`config.mk`:
```
export PLATFORM = sky130hd
export DESIGN_NAME = gbm_sqrt_cell
export DESIGN_NICKNAME = d
export VERILOG_FILES = /design/src/gbm_pkg.sv /design/src/gbm_sqrt_cell.sv
export SDC_FILE = /design/constraint.sdc
export NUM_CORES = 1
export LEC_CHECK = 0
export BUFFER_PORTS_ARGS = -buffer_cell sky130_fd_sc_hd__buf_2
export CORE_ASPECT_RATIO = 0.8
export CORE_MARGIN = 4
export CORE_UTILIZATION = 45
export DETAILED_ROUTE_END_ITERATION = 10
export HOLD_SLACK_MARGIN = 0.08
export PLACE_DENSITY = 0.68
export SYNTH_ARGS = -nofsm -noshare
export SYNTH_HDL_FRONTEND = slang
export SYNTH_SLANG_ARGS = --single-unit
export TNS_END_PERCENT = 5
```
`constraint.sdc`:
```
create_clock -name clk -period 7.2 [get_ports clk]
set_input_delay 1.8 -clock clk [delete_from_list [all_inputs] [get_ports clk]]
set_output_delay 1.8 -clock clk [all_outputs]
set_load 0.005 [all_outputs]
```
`src/gbm_pkg.sv`:
```
`default_nettype none
// ---------------------------------------------------------------------------
// gbm_pkg: shared types and constants of the GBM step factor
// Lane structures handed between the cells and the fixed-point constants.
// ---------------------------------------------------------------------------
package gbm_pkg;

  localparam int unsigned SQRT_CELLS = 32;
  localparam int unsigned EXP_CELLS  = 20;

  // ln(2) in unsigned Q.56, and 16*ln(2) as the saturation bound.
  localparam logic [55:0]        LN2_Q56     = 56'hB17217F7D1CF7A;
  localparam logic signed [63:0] SAT_X56     = 64'sh0B17217F7D1CF7A0;
  localparam logic [56:0]        ONE_Q56     = 57'h100_0000_0000_0000;
  // round(2^20 / ln(2)), used to estimate the integer part of x / ln(2).
  localparam logic [20:0]        INV_LN2_Q20 = 21'd1512775;

  typedef enum logic [1:0] {
    OP_PATH      = 2'd0,
    OP_UNDO_PATH = 2'd1,
    OP_LOG       = 2'd2,
    OP_UNDO_LOG  = 2'd3
  } op_t;

  // Square root lane: remainder and partial root.
  typedef struct packed {
    logic [63:0] rem;
    logic [63:0] root;
  } sqrt_t;

  // Series lane: current term, running sum, the reduced argument, the exponent q and the saturation and zero flags.
  typedef struct packed {
    logic               valid;
    logic [56:0]        term;
    logic [63:0]        sum;
    logic [55:0]        r;
    logic signed [7:0]  q;
    logic               sat;
    logic               zero;
  } exp_lane_t;

endpackage
`default_nettype wire

```
`src/gbm_sqrt_cell.sv`:
```
`default_nettype none
// ---------------------------------------------------------------------------
// gbm_sqrt_cell: one digit of the integer square root
// Trial subtract of root plus the cell's bit, then hands the lane on.
// ---------------------------------------------------------------------------
module gbm_sqrt_cell (
  input  wire logic          clk,
  input  wire logic          en,
  input  wire logic [63:0]   step_bit,
  input  wire gbm_pkg::sqrt_t d_in,
  output gbm_pkg::sqrt_t     d_out
);

  gbm_pkg::sqrt_t d_next;
  logic [63:0]    trial;

  always_comb begin
    trial = d_in.root + step_bit;
    if (d_in.rem >= trial) begin
      d_next.rem  = d_in.rem - trial;
      d_next.root = (d_in.root >> 1) + step_bit;
    end else begin
      d_next.rem  = d_in.rem;
      d_next.root = d_in.root >> 1;
    end
  end

  always_ff @(posedge clk) begin
    if (en) begin
      d_out <= d_next;
    end
  end

endmodule
`default_nettype wire

```
==> out/metrics.cfg <==
[power]
power_mw=4.69
p_per_area_mw_per_mm2=239
ir_worst_vdd_mv=0.162
power_leakage_nw=8.85

[grt]
grt_pass1_wl_mm=92.0
grt.total_usage_pct=28.8
gr-total-overflow=0
antenna_found_initial=6
grt_max_degree=75
grt_pass1_vias=16400

[critical_path]
cpPeakStageDelay_ps=390
crit_type=primary input to flip-flop
cp_max_fo=74
crit_chain=buf_2, ha_1, inv_1, fa_1, nand2b_1, a21o_1, a21oi_2, a211o_1, nor4b_1, buf_4, o21ai_0, a21o_1, o2bb2ai_1, buf_4, xor2_1, ha_1, a21o_1, a21oi_1, a21boi_0, a311o_1, nor2_4, buf_12, buf_12, o21ai_0
required_ps=7400
crit_slowest_cell=fa_1
end_kind=flip-flop
arrival_ps=7090
setup.worst_path.start_class=primary input
cpMostUsedCell=a21o_1

[min_path]
hold_class=primary input to flip-flop

[finish]
final_cells=2918
largest_register_ffs=128
top_regs=d_out: 128 flops
drive_gt1_share_pct=19.6
nets=2806
final_common_cell=buf_2
fillers=3491
regMostFlops=d_out
area_growth_pct=18.6
final_cell_mix=buf_2 (320), nand2_1 (256), a21oi_1 (239), o21ai_0 (214), ha_1 (190)

[logic_synthesis]
synthArstFlopShare_pct=0
yosys_warnings=0
avgSynthCellArea_um2=7.87
netlist_area_mm2=0.0165
synth_cell_types=75
ys_seq_area_share_pct=23.3
synth_ff_type=edfxtp_1
synth_seq_cells=128
synth_cells=2099
synth_edf_count=128
syn_nets=2486

[cts]
cts_htree_levels=4
cts.clk_slew.worst_paths_ps=60
numClockSinks=128
cts_root_buf=clkbuf_16
cts_hold_buffers=0
ctsLongestPathBuffers=2
cts_tree=yes
cts_made_buffers=17

[floorplan]
die-area_mm2=0.0399
die_w_um=222
pin_count=322
die_y_um=179
rows=62
start_util_pct=45.8
core_mm2=0.0361

[place]
post-place-cells=2880
dp_hpwl_mm=50.2
port_buffers=321
routabilityCongestion=0.978

[sta]
tightest_slew_ps=909
fin_crit_ps=6890
clock.fmax_mhz=145
hold_violations=0
hold-worst-slack_ps=1600
rsz0062_at_grt=false
slew-limit-headroom_pct=37.8
finalSetupViolCount=0
report.final.slew_viol_count=0
fin_crit_sh_pct=95.7

[drt]
route.final.wire_length_mm=60.1
wire_per_inst_um=20.6
vias_per_cell=6.02
first_pass_iters=8
drtIter0Drc=1946
via_count=17600
drc=0
final_antenna_net_count=0

[flow_run]
cap_violations=0

[outcome]
status=finished clean

## layout make-up
type                            instances  area, um2  share of cell area (%)
Sequential cell                       128       3840                    19.6
Inverter                               57        214                    1.09
Tap cell                              480        601                    3.06
Timing Repair Buffer                  414       2340                    12.0
Clock inverter                         14        133                   0.676
Antenna cell                            6       15.0                  0.0766
Clock buffer                           18        429                    2.19
Multi-Input combinational cell       1801      12000                    61.3
## routing by layer
layer	track usage, %	vias to the layer above	part of all wire (%)
li1	-	8502	-
met1	46.0	8206	50
met2	39.2	814	39
met3	5.79	55	9.2
met4	6.97	0	1.5
met5	0	-	0
## final timing paths
| kind | startpoint | to | slack (ps) | cells past startpoint |
|---|---|---|---|---|
| worst max-delay path | step_bit[0] | d_out[25] | 310 | 24 |
| worst min-delay path | en | d_out[21] | 1600 | 1 |
## worst max-delay path: cells and delay by family
family | cells | cell delay, ps
AOI/OAI and AO/OA | 11 | 2350
xor gates and xnor gates | 1 | 300
adders and majority gates | 3 | 980
buffers and inverters | 6 | 980
and+or+nand+nor | 3 | 650
## per-stage QoR
stage               cell area, um2  setup WS [ps]  TNS, ps  utilization (%)
global route                 19600           68.9        0             54.4
finish                       19600            311        0             54.4
detailed placement           19000           -147    -8400             52.7
floorplan                    16500            483        0                -
CTS                          19600            336        0             54.3
global placement             19000          -59.4     -828             52.7
## logic make-up after synthesis
| logic type | synth area share, % |
|---|---|
| AO/OA/AOI/OAI | 30.4 |
| XOR/XNOR | 9.33 |
| adder cells (fa/ha/maj) | 14.7 |
| buffers and inverters | 4.07 |
| flip-flops | 23.3 |
| multiplexers | 0.787 |
| AND/OR/NAND/NOR | 17.4 |
## report_power, final
part | switching, mW | internal [mW] | total [mW]
Clock | 0.380 | 0.478 | 0.858
Sequential | 0.0493 | 1.09 | 1.14
Combinational | 1.59 | 1.11 | 2.70
Total | 2.02 | 2.68 | 4.69
## synth_stat cells, drive strengths merged, types with 8 or more instances
cell    instances  area share, %
nand3          30           0.91
clkbuf         90            2.0
xnor2          99            5.2
a211oi         20           0.91
nand2b         19           0.72
xor2           77            4.1
and2           10           0.38
a21boi         12           0.57
buf            23           0.73
a21oi         240            7.3
o21ai         222            6.7
a31oi          20           0.76
o211ai         12           0.55
nand2         256            5.8
mux2            8           0.55
o21a           21           0.95
ha            190             14
nand4          72            2.7
nor2          115            2.6
o31ai          19           0.89
o21bai         42            1.9
nor4            9           0.34
nor3           24           0.73
nor2b          18           0.68
and3           10           0.38
edfxtp        128             23
a21o          128            5.8
or3            13           0.49
inv            57            1.3
## repair_timing
action | in CTS | in global routing
endpoints found under the setup margin | 0 | 18
setup buffers | 0 | 0
resized for setup | 0 | 2
hold endpoints to repair | 0 | 0
No activity file was read; power rests on OpenSTA's default activity.
